**config.mk**
```make
export PLATFORM = sky130hd
export DESIGN_NAME = bounded_xoshiro_random_source_unit_flat
export DESIGN_NICKNAME = d
export VERILOG_FILES = /design/src/bxrs_pkg.sv /design/src/bxrs_if.sv /design/src/bxrs_ctrl.sv /design/src/bxrs_dp.sv /design/src/bounded_xoshiro_random_source_unit.sv /design/src/flat_wrapper.sv
export SDC_FILE = /design/constraint.sdc
export NUM_CORES = 2
export LEC_CHECK = 0
export BUFFER_PORTS_ARGS = -buffer_cell sky130_fd_sc_hd__buf_2
export CORE_MARGIN = 2
export CORE_UTILIZATION = 60
export CTS_BUF_LIST = sky130_fd_sc_hd__clkbuf_4 sky130_fd_sc_hd__clkbuf_8
export DETAILED_ROUTE_END_ITERATION = 10
export GPL_TIMING_DRIVEN = 0
export PLACE_DENSITY = 0.78
export RECOVER_POWER = 100
export SLEW_MARGIN = 20
export SYNTH_ARGS = -nofsm -noshare
export SYNTH_HDL_FRONTEND = slang
export SYNTH_HIERARCHICAL = 1
export SYNTH_SLANG_ARGS = --single-unit
```
**constraint.sdc**
```tcl
create_clock -name clk_i -period 12.42 [get_ports clk_i]
set_input_delay 2.484 -clock clk_i [delete_from_list [all_inputs] [get_ports clk_i]]
set_output_delay 2.484 -clock clk_i [all_outputs]
set_load 0.01 [all_outputs]
```
**src/bxrs_pkg.sv**
```systemverilog
// Shared types, constants and controller/datapath command types for the random source.
package bxrs_pkg;

  typedef logic [63:0] word_t;

  localparam word_t GoldenGamma = 64'h9e3779b97f4a7c15;
  localparam word_t MixMulA     = 64'hbf58476d1ce4e5b9;
  localparam word_t MixMulB     = 64'h94d049bb133111eb;

  localparam int unsigned ShiftMix0 = 30;
  localparam int unsigned ShiftMix1 = 27;
  localparam int unsigned ShiftMix2 = 31;
  localparam int unsigned ShiftXs   = 17;
  localparam int unsigned RotState  = 45;
  localparam int unsigned RotOut    = 7;

  localparam int unsigned NumWords = 4;
  typedef logic [$clog2(NumWords)-1:0] widx_t;
  localparam widx_t LastWord = widx_t'(NumWords - 1);

  localparam int unsigned ApbAddrW = 1;
  typedef logic [ApbAddrW-1:0] apb_addr_t;
  typedef enum logic [ApbAddrW-1:0] {
    REG_SEED = 1'b0
  } reg_addr_e;

  typedef enum logic [3:0] {
    ST_LOAD,
    ST_ADD,
    ST_MLO,
    ST_MX1,
    ST_MX2,
    ST_MIX,
    ST_IDLE,
    ST_PREP,
    ST_DRAW,
    ST_DONE
  } state_e;

  typedef enum logic {
    SEL_A,
    SEL_B
  } msel_e;

  typedef struct packed {
    logic  acc_load;
    logic  seed_add;
    logic  mul_lo;
    logic  mul_x1;
    logic  mul_x2;
    msel_e mul_sel;
    logic  mix_z;
    logic  word_wr;
    widx_t widx;
    logic  req_load;
    logic  mask_load;
    logic  step;
    logic  out_load;
  } cmd_t;

  typedef struct packed {
    logic hit;
    logic out_free;
  } status_t;

endpackage

```
**src/bxrs_if.sv**
```systemverilog
// Valid/ready channel interfaces for bound requests and drawn values.
interface bxrs_req_if;
  import bxrs_pkg::*;
  logic  valid;
  logic  ready;
  word_t lower;
  word_t upper;
  modport source (output valid, output lower, output upper, input ready);
  modport sink (input valid, input lower, input upper, output ready);
endinterface

interface bxrs_rsp_if;
  import bxrs_pkg::*;
  logic  valid;
  logic  ready;
  word_t value;
  modport source (output valid, output value, input ready);
  modport sink (input valid, input value, output ready);
endinterface

```
**src/bxrs_ctrl.sv**
```systemverilog
// Controller state machine: seeding sequence and per-transaction draw loop.
module bxrs_ctrl (
  input  logic              clk_i,
  input  logic              rst_ni,
  input  logic              seed_wr_i,
  input  logic              in_valid_i,
  output logic              in_ready_o,
  input  bxrs_pkg::status_t st_i,
  output bxrs_pkg::cmd_t    cmd_o
);
  import bxrs_pkg::*;

  state_e state_q, state_d;
  msel_e  sel_q, sel_d;
  widx_t  widx_q, widx_d;

  always_ff @(posedge clk_i or negedge rst_ni) begin
    if (!rst_ni) begin
      state_q <= ST_LOAD;
      sel_q   <= SEL_A;
      widx_q  <= '0;
    end else begin
      state_q <= state_d;
      sel_q   <= sel_d;
      widx_q  <= widx_d;
    end
  end

  always_comb begin
    state_d = state_q;
    sel_d   = sel_q;
    widx_d  = widx_q;
    if (seed_wr_i) begin
      state_d = ST_LOAD;
    end else begin
      unique case (state_q)
        ST_LOAD: begin
          state_d = ST_ADD;
          sel_d   = SEL_A;
          widx_d  = '0;
        end
        ST_ADD: state_d = ST_MLO;
        ST_MLO: state_d = ST_MX1;
        ST_MX1: state_d = ST_MX2;
        ST_MX2: state_d = ST_MIX;
        ST_MIX: begin
          if (sel_q == SEL_A) begin
            sel_d   = SEL_B;
            state_d = ST_MLO;
          end else if (widx_q == LastWord) begin
            state_d = ST_IDLE;
          end else begin
            widx_d  = widx_q + widx_t'(1);
            sel_d   = SEL_A;
            state_d = ST_ADD;
          end
        end
        ST_IDLE: begin
          if (in_valid_i) state_d = ST_PREP;
        end
        ST_PREP: state_d = ST_DRAW;
        ST_DRAW: begin
          if (st_i.hit) state_d = ST_DONE;
        end
        ST_DONE: begin
          if (st_i.out_free) state_d = ST_IDLE;
        end
        default: state_d = ST_LOAD;
      endcase
    end
  end

  always_comb begin
    cmd_o         = '0;
    cmd_o.mul_sel = sel_q;
    cmd_o.widx    = widx_q;
    in_ready_o    = 1'b0;
    unique case (state_q)
      ST_LOAD: cmd_o.acc_load = 1'b1;
      ST_ADD:  cmd_o.seed_add = 1'b1;
      ST_MLO:  cmd_o.mul_lo   = 1'b1;
      ST_MX1:  cmd_o.mul_x1   = 1'b1;
      ST_MX2:  cmd_o.mul_x2   = 1'b1;
      ST_MIX: begin
        if (sel_q == SEL_A) begin
          cmd_o.mix_z = 1'b1;
        end else begin
          cmd_o.word_wr = 1'b1;
        end
      end
      ST_IDLE: begin
        in_ready_o     = 1'b1;
        cmd_o.req_load = in_valid_i;
      end
      ST_PREP: cmd_o.mask_load = 1'b1;
      ST_DRAW: cmd_o.step      = 1'b1;
      ST_DONE: cmd_o.out_load  = st_i.out_free;
      default: cmd_o = '0;
    endcase
  end

  a_seed_restart: assert property (@(posedge clk_i) disable iff (!rst_ni)
    seed_wr_i |=> state_q == ST_LOAD)
    else $error("seed write did not restart seeding");

  a_seed_end: assert property (@(posedge clk_i) disable iff (!rst_ni)
    (state_q == ST_MIX && sel_q == SEL_B && widx_q == LastWord && !seed_wr_i)
      |=> state_q == ST_IDLE)
    else $error("seeding did not end after the last word");

  a_hit_done: assert property (@(posedge clk_i) disable iff (!rst_ni)
    (state_q == ST_DRAW && st_i.hit && !seed_wr_i) |=> state_q == ST_DONE)
    else $error("accepted draw did not finish the transaction");

endmodule

```
**src/bxrs_dp.sv**
```systemverilog
// Datapath: splitmix64 expansion, xoshiro256** state, bounding and result register.
module bxrs_dp (
  input  logic              clk_i,
  input  logic              rst_ni,
  input  bxrs_pkg::cmd_t    cmd_i,
  output bxrs_pkg::status_t st_o,
  input  bxrs_pkg::word_t   seed_i,
  input  bxrs_pkg::word_t   lower_i,
  input  bxrs_pkg::word_t   upper_i,
  output logic              out_valid_o,
  input  logic              out_ready_i,
  output bxrs_pkg::word_t   value_o
);
  import bxrs_pkg::*;

  function automatic word_t rotl(input word_t v, input int unsigned amt);
    return (v << amt) | (v >> (64 - amt));
  endfunction

  function automatic word_t smear(input word_t s);
    word_t m;
    m = s;
    m = m | (m >> 1);
    m = m | (m >> 2);
    m = m | (m >> 4);
    m = m | (m >> 8);
    m = m | (m >> 16);
    m = m | (m >> 32);
    return m;
  endfunction

  word_t acc_q, z_q, prod_q, pre_q, pre_d;
  word_t gen_q [NumWords];
  word_t gen_d [NumWords];
  word_t lower_q, span_q, mask_q, r_q, value_q;
  logic  out_valid_q;

  word_t       acc_inc, k_sel, mix_word, draw_val, draw_r, t_xs, g2x, g3x;
  logic [31:0] op_a, op_b;
  logic [63:0] mp;

  assign acc_inc  = acc_q + GoldenGamma;
  assign k_sel    = (cmd_i.mul_sel == SEL_A) ? MixMulA : MixMulB;
  assign op_a     = cmd_i.mul_x2 ? z_q[63:32] : z_q[31:0];
  assign op_b     = cmd_i.mul_x1 ? k_sel[63:32] : k_sel[31:0];
  assign mp       = {32'b0, op_a} * {32'b0, op_b};
  assign mix_word = prod_q ^ (prod_q >> ShiftMix2);

  // pre_q holds rotl(g1 * 5, 7); times 9 is a shift-add
  assign draw_val = pre_q + {pre_q[60:0], 3'b000};
  assign draw_r   = draw_val & mask_q;
  assign st_o.hit = draw_r <= span_q;
  assign st_o.out_free = !out_valid_q || out_ready_i;

  assign t_xs = gen_q[1] << ShiftXs;
  assign g2x  = gen_q[2] ^ gen_q[0];
  assign g3x  = gen_q[3] ^ gen_q[1];

  always_comb begin
    gen_d = gen_q;
    if (cmd_i.step) begin
      gen_d[0] = gen_q[0] ^ g3x;
      gen_d[1] = gen_q[1] ^ g2x;
      gen_d[2] = g2x ^ t_xs;
      gen_d[3] = rotl(g3x, RotState);
    end else if (cmd_i.word_wr) begin
      gen_d[cmd_i.widx] = mix_word;
    end
  end

  assign pre_d = rotl(gen_d[1] + {gen_d[1][61:0], 2'b00}, RotOut);

  always_ff @(posedge clk_i) begin
    gen_q <= gen_d;
    pre_q <= pre_d;
    if (cmd_i.acc_load) acc_q <= seed_i;
    if (cmd_i.seed_add) begin
      acc_q <= acc_inc;
      z_q   <= acc_inc ^ (acc_inc >> ShiftMix0);
    end
    if (cmd_i.mix_z) z_q <= prod_q ^ (prod_q >> ShiftMix1);
    if (cmd_i.mul_lo) prod_q <= mp;
    if (cmd_i.mul_x1 || cmd_i.mul_x2) prod_q[63:32] <= prod_q[63:32] + mp[31:0];
    if (cmd_i.req_load) begin
      lower_q <= lower_i;
      span_q  <= upper_i - lower_i;
    end
    if (cmd_i.mask_load) mask_q <= smear(span_q);
    if (cmd_i.step) r_q <= draw_r;
    if (cmd_i.out_load) value_q <= lower_q + r_q;
  end

  always_ff @(posedge clk_i or negedge rst_ni) begin
    if (!rst_ni) begin
      out_valid_q <= 1'b0;
    end else if (cmd_i.out_load) begin
      out_valid_q <= 1'b1;
    end else if (out_ready_i) begin
      out_valid_q <= 1'b0;
    end
  end

  assign out_valid_o = out_valid_q;
  assign value_o     = value_q;

  a_draw_bound: assert property (@(posedge clk_i) disable iff (!rst_ni)
    (cmd_i.step && st_o.hit) |=> r_q <= span_q)
    else $error("accepted draw exceeds span");

  a_load_valid: assert property (@(posedge clk_i) disable iff (!rst_ni)
    cmd_i.out_load |=> out_valid_q)
    else $error("result load did not raise valid");

endmodule

```
**src/bounded_xoshiro_random_source_unit.sv**
```systemverilog
// Bounded xoshiro256** random source, top level with APB seed register.
// Each transaction on req_i returns one value on rsp_o, uniform over lower..upper (wrapping
// modulo 2^64). A rejected draw is retried (fewer than two draws on average), with a single
// xoshiro256** step per cycle in the draw loop.
// After reset and after every write of the seed register, req_i.ready stays low
// while splitmix64 expands the seed into the four state words through one shared
// 32x32 multiplier (three partial products per 64-bit multiply). A finished value waits in
// the output register while the next transaction is accepted.
module bounded_xoshiro_random_source_unit (
  input  logic                clk_i,
  input  logic                rst_ni,
  input  logic                psel_i,
  input  logic                penable_i,
  input  logic                pwrite_i,
  input  bxrs_pkg::apb_addr_t paddr_i,
  input  bxrs_pkg::word_t     pwdata_i,
  output bxrs_pkg::word_t     prdata_o,
  output logic                pready_o,
  bxrs_req_if.sink            req_i,
  bxrs_rsp_if.source          rsp_o
);
  import bxrs_pkg::*;

  word_t   seed_q;
  logic    seed_wr;
  cmd_t    cmd;
  status_t st;

  assign pready_o = 1'b1;
  assign seed_wr  = psel_i && penable_i && pwrite_i && (reg_addr_e'(paddr_i) == REG_SEED);
  assign prdata_o = (reg_addr_e'(paddr_i) == REG_SEED) ? seed_q : '0;

  always_ff @(posedge clk_i or negedge rst_ni) begin
    if (!rst_ni) begin
      seed_q <= '0;
    end else if (seed_wr) begin
      seed_q <= pwdata_i;
    end
  end

  bxrs_ctrl u_ctrl (
    .clk_i      (clk_i),
    .rst_ni     (rst_ni),
    .seed_wr_i  (seed_wr),
    .in_valid_i (req_i.valid),
    .in_ready_o (req_i.ready),
    .st_i       (st),
    .cmd_o      (cmd)
  );

  bxrs_dp u_dp (
    .clk_i       (clk_i),
    .rst_ni      (rst_ni),
    .cmd_i       (cmd),
    .st_o        (st),
    .seed_i      (seed_q),
    .lower_i     (req_i.lower),
    .upper_i     (req_i.upper),
    .out_valid_o (rsp_o.valid),
    .out_ready_i (rsp_o.ready),
    .value_o     (rsp_o.value)
  );

endmodule

```
**src/flat_wrapper.sv**
```systemverilog
// flat-port wrapper written by rule: the top's interface ports become plain ports
module bounded_xoshiro_random_source_unit_flat import bxrs_pkg::*;
  (clk_i, rst_ni, psel_i, penable_i, pwrite_i, paddr_i, pwdata_i, prdata_o, pready_o, req_i_valid, req_i_lower, req_i_upper, req_i_ready, rsp_o_valid, rsp_o_value, rsp_o_ready);
  bxrs_req_if req_i_i ();
  bxrs_rsp_if rsp_o_i ();
  input  logic clk_i;
  input  logic rst_ni;
  input  logic psel_i;
  input  logic penable_i;
  input  logic pwrite_i;
  input  bxrs_pkg::apb_addr_t paddr_i;
  input  bxrs_pkg::word_t pwdata_i;
  output bxrs_pkg::word_t prdata_o;
  output logic pready_o;
  input wire logic [$bits(req_i_i.valid)-1:0] req_i_valid;
  input wire logic [$bits(req_i_i.lower)-1:0] req_i_lower;
  input wire logic [$bits(req_i_i.upper)-1:0] req_i_upper;
  output wire logic [$bits(req_i_i.ready)-1:0] req_i_ready;
  output wire logic [$bits(rsp_o_i.valid)-1:0] rsp_o_valid;
  output wire logic [$bits(rsp_o_i.value)-1:0] rsp_o_value;
  input wire logic [$bits(rsp_o_i.ready)-1:0] rsp_o_ready;
  assign req_i_i.valid = req_i_valid;
  assign req_i_i.lower = req_i_lower;
  assign req_i_i.upper = req_i_upper;
  assign req_i_ready = req_i_i.ready;
  assign rsp_o_valid = rsp_o_i.valid;
  assign rsp_o_value = rsp_o_i.value;
  assign rsp_o_i.ready = rsp_o_ready;
  bounded_xoshiro_random_source_unit u_core (.clk_i(clk_i), .rst_ni(rst_ni), .psel_i(psel_i), .penable_i(penable_i), .pwrite_i(pwrite_i), .paddr_i(paddr_i), .pwdata_i(pwdata_i), .prdata_o(prdata_o), .pready_o(pready_o), .req_i(req_i_i), .rsp_o(rsp_o_i));
endmodule
```
==> impl_metrics.yaml <==
outcome:
  status: "completed"
routing:
  wl_met3_um: 40710
  totalWireLength_um: 303200
  num_vias: 67700
  wl_met1_um: 117300
  detail-route-antenna-nets: 0
  routedWlPerCell_um: 27.69
  drtIter0Drc: 7443
  wl_met2_um: 129000
  highest_layer: "met5"
  drc_errors: 0
  dr.pass1.iters: 8
  via_per_inst: 6.181
synthesis:
  netlist_area_um2: 85140
  synthArstFlopShare: 0.07982
  netlist_instances: 8349
  synth_area_per_cell_um2: 10.20
  ys_warn_count: 6
  synth-edff-count: 704
  synth_seq_cells: 902
  synth_top_area_cell: "edfxtp_1"
  syn_nets: 10060
  synthFlopType: "edfxtp_1"
  synth_top_cell_area_share: 0.2483
  yosysUniqueCellTypes: 90
  ys_seq_area_frac: 0.2991
  synth_area_leaders: "edfxtp_1 (25%), fa_1 (19%), ha_1 (10%)"
clocking:
  htreeDepth: 4
  cts_hold_repair.buffers: 0
  cts_sinks: 902
  cts.path.max_buffers: 3
  cts-root-buf: "clkbuf_8"
  clk_pin_slew_ns: 0.06
  cts_tree: "yes"
  numCtsBuffers: 157
  worstSkewPairLatency_ns: 0.93
worst_setup_path:
  critPathCaptureType: "flip-flop"
  path_common_cell: "fa_1"
  cp_slowest_stage_delay_ns: 0.72
  cp-start-kind: "flip-flop"
  crit_fanout: 12
  cp_top_family: "adder cells"
  slowest_stage: "fa_1"
  crit_required_ns: 13.06
  critical_path_class: "reg -> reg"
  cp.arrival_ns: 12.85
  cp.buffers_inverters: 8
sta:
  setup_viol: 0
  slew_viol_final: 0
  min_period_ns: 12.21
  period_share: 0.9833
  rsz0062_at_grt: "yes"
  worst_pin_slew_ns: 1.333
  max_freq_mhz: 81.88
  hold_viol: 0
  clock_skew_ns: 0.07179
  relSlewSlack: 0.1111
finish:
  largest_reg_flops: 256
  drive_above_1_share: 0.1040
  top_register: "u_core/u_dp/gen_q"
  final_area_um2: 94080
  area_growth_pct: 10.50
  instances_no_fill: 10950
  fin_nets: 10600
  fillerInstances: 11200
die:
  io_pins: 331
  start_util: 0.6028
  coreArea_um2: 141200
  die_w_um: 380.7
  die_y_um: 380.7
  rows: 138
  dieArea_um2: 144900
grt:
  grt_util_all_layers: 0.4163
  grt_max_degree: 65
  grt_pass1_vias: 67790
  antenna_found_initial: 29
  grt_pass1_wl_um: 441300
  grt_overflow: 0
placed_design:
  dpl.hpwl_um: 246700
  portBuffers: 329
  numPlacedInstances: 10610
  gp_congestion: 1.073
  place_area_um2: 90270
worst_hold_path:
  worstHoldPathType: "reg -> reg"
job:
  drv_cap: 0
## cells in the final DEF (no fill, tap or decap), types with 271 or more instances in the layout
cell type,n
xnor2_1,379
a21o_1,271
xor2_1,435
o21ai_0,349
nand2_1,497
nor2_1,448
inv_1,1161
fa_1,825
buf_2,334
ha_1,682
edfxtp_1,704
a21oi_1,453
## cell type report
| cell class | count | area, um2 | area share |
|---|---|---|---|
| Antenna cell | 40 | 100.1 | 0.001064 |
| Buffer | 296 | 1232 | 0.01310 |
| Clock buffer | 221 | 2798 | 0.02974 |
| Clock inverter | 66 | 619.3 | 0.006583 |
| Inverter | 1175 | 4427 | 0.04705 |
| Multi-Input combinational cell | 5975 | 54580 | 0.5802 |
| Sequential cell | 902 | 25460 | 0.2707 |
| Tap cell | 1890 | 2365 | 0.02514 |
| Timing Repair Buffer | 388 | 2492 | 0.02649 |
## metrics by stage
stage	utilization	setup TNS (ns)	worst slack [ns]	hold slack (ns)
5_1_grt	0.6659	-0.004864	-0.004864	0.5515
6_report	0.6661	0	0.2071	0.5235
4_1_cts	0.6643	0	0.03647	0.5187
2_1_floorplan	-	0	1.631	0.4523
3_5_place_dp	0.6391	-18.94	-1.925	0.4974
3_3_place_gp	0.6312	-270.35	-4.229	0.5162
## tightest hold or removal path: cells and delay by family (launching register included)
family                 cells  cell delay [ns]
DFF                        1             0.32
buffers and inverters      1             0.07
and+or+nand+nor            1             0.07
## path summary, 6_finish.rpt
| kind | from | slack (ns) | depth (start not counted) | end |
|---|---|---|---|---|
| hold / removal | u_core/u_dp/span_q[22] | 0.52 | 2 | u_core/u_dp/mask_q[22] |
| max in group asynchronous | rst_ni | 10.22 | 2 | u_core/seed_q[0] |
| setup / recovery | u_core/u_ctrl/state_q[3] | 0.21 | 36 | u_core/u_dp/prod_q[61] |
| min in group asynchronous | rst_ni | 1.55 | 1 | u_core/seed_q[28] |
| setup reg to reg | u_core/u_ctrl/state_q[3] | 0.21 | 36 | u_core/u_dp/prod_q[61] |
| hold reg to reg | u_core/u_dp/span_q[22] | 0.52 | 2 | u_core/u_dp/mask_q[22] |
## logic make-up (layout without fill, tap and decap cells)
| logic type | Yosys count | count (layout) | synth area share |
|---|---|---|---|
| other | 1 | 41 | 0.00004405 |
| adders and majority gates | 1509 | 1509 | 0.2946 |
| DFF | 902 | 902 | 0.2991 |
| xor gates and xnor gates | 826 | 826 | 0.08497 |
| muxes | 167 | 167 | 0.02348 |
| buffers and inverters | 1472 | 2146 | 0.06557 |
| AOI/OAI and AO/OA | 1664 | 1664 | 0.1269 |
| and+or+nand+nor | 1808 | 1808 | 0.1053 |
## synth_stat cells, drive strengths merged, types with 34 or more instances
library cell	n
inv	1167
nand3	76
dfrtp	72
a21oi	454
a22o	153
a31oi	46
xnor2	386
and2	166
clkbuf	268
nor2	457
or3	34
ha	683
nand2b	107
xor2	440
fa	826
dfxtp	126
and3	42
o21bai	66
o21ai	356
edfxtp	704
nand2	500
nor3	63
a21o	272
mux2i	55
mux2	112
nand4	92
nor2b	175
a211oi	63
o21a	37
## timing repair
action | 4_1_cts | 5_1_grt
resized for setup | 32 | 47
endpoints found under the setup margin | 27 | 7
buffers inserted | 3 | 11
## metal layers
metal,vias up,GRT usage
li1,29420,-
met1,33270,0.5416
met2,4299,0.6188
met3,701,0.1581
met4,16,0.1869
met5,-,0
Power is left out: the tool's default activity adds up to more than one toggle a clock period on the data nets, which glitch-free logic cannot reach.
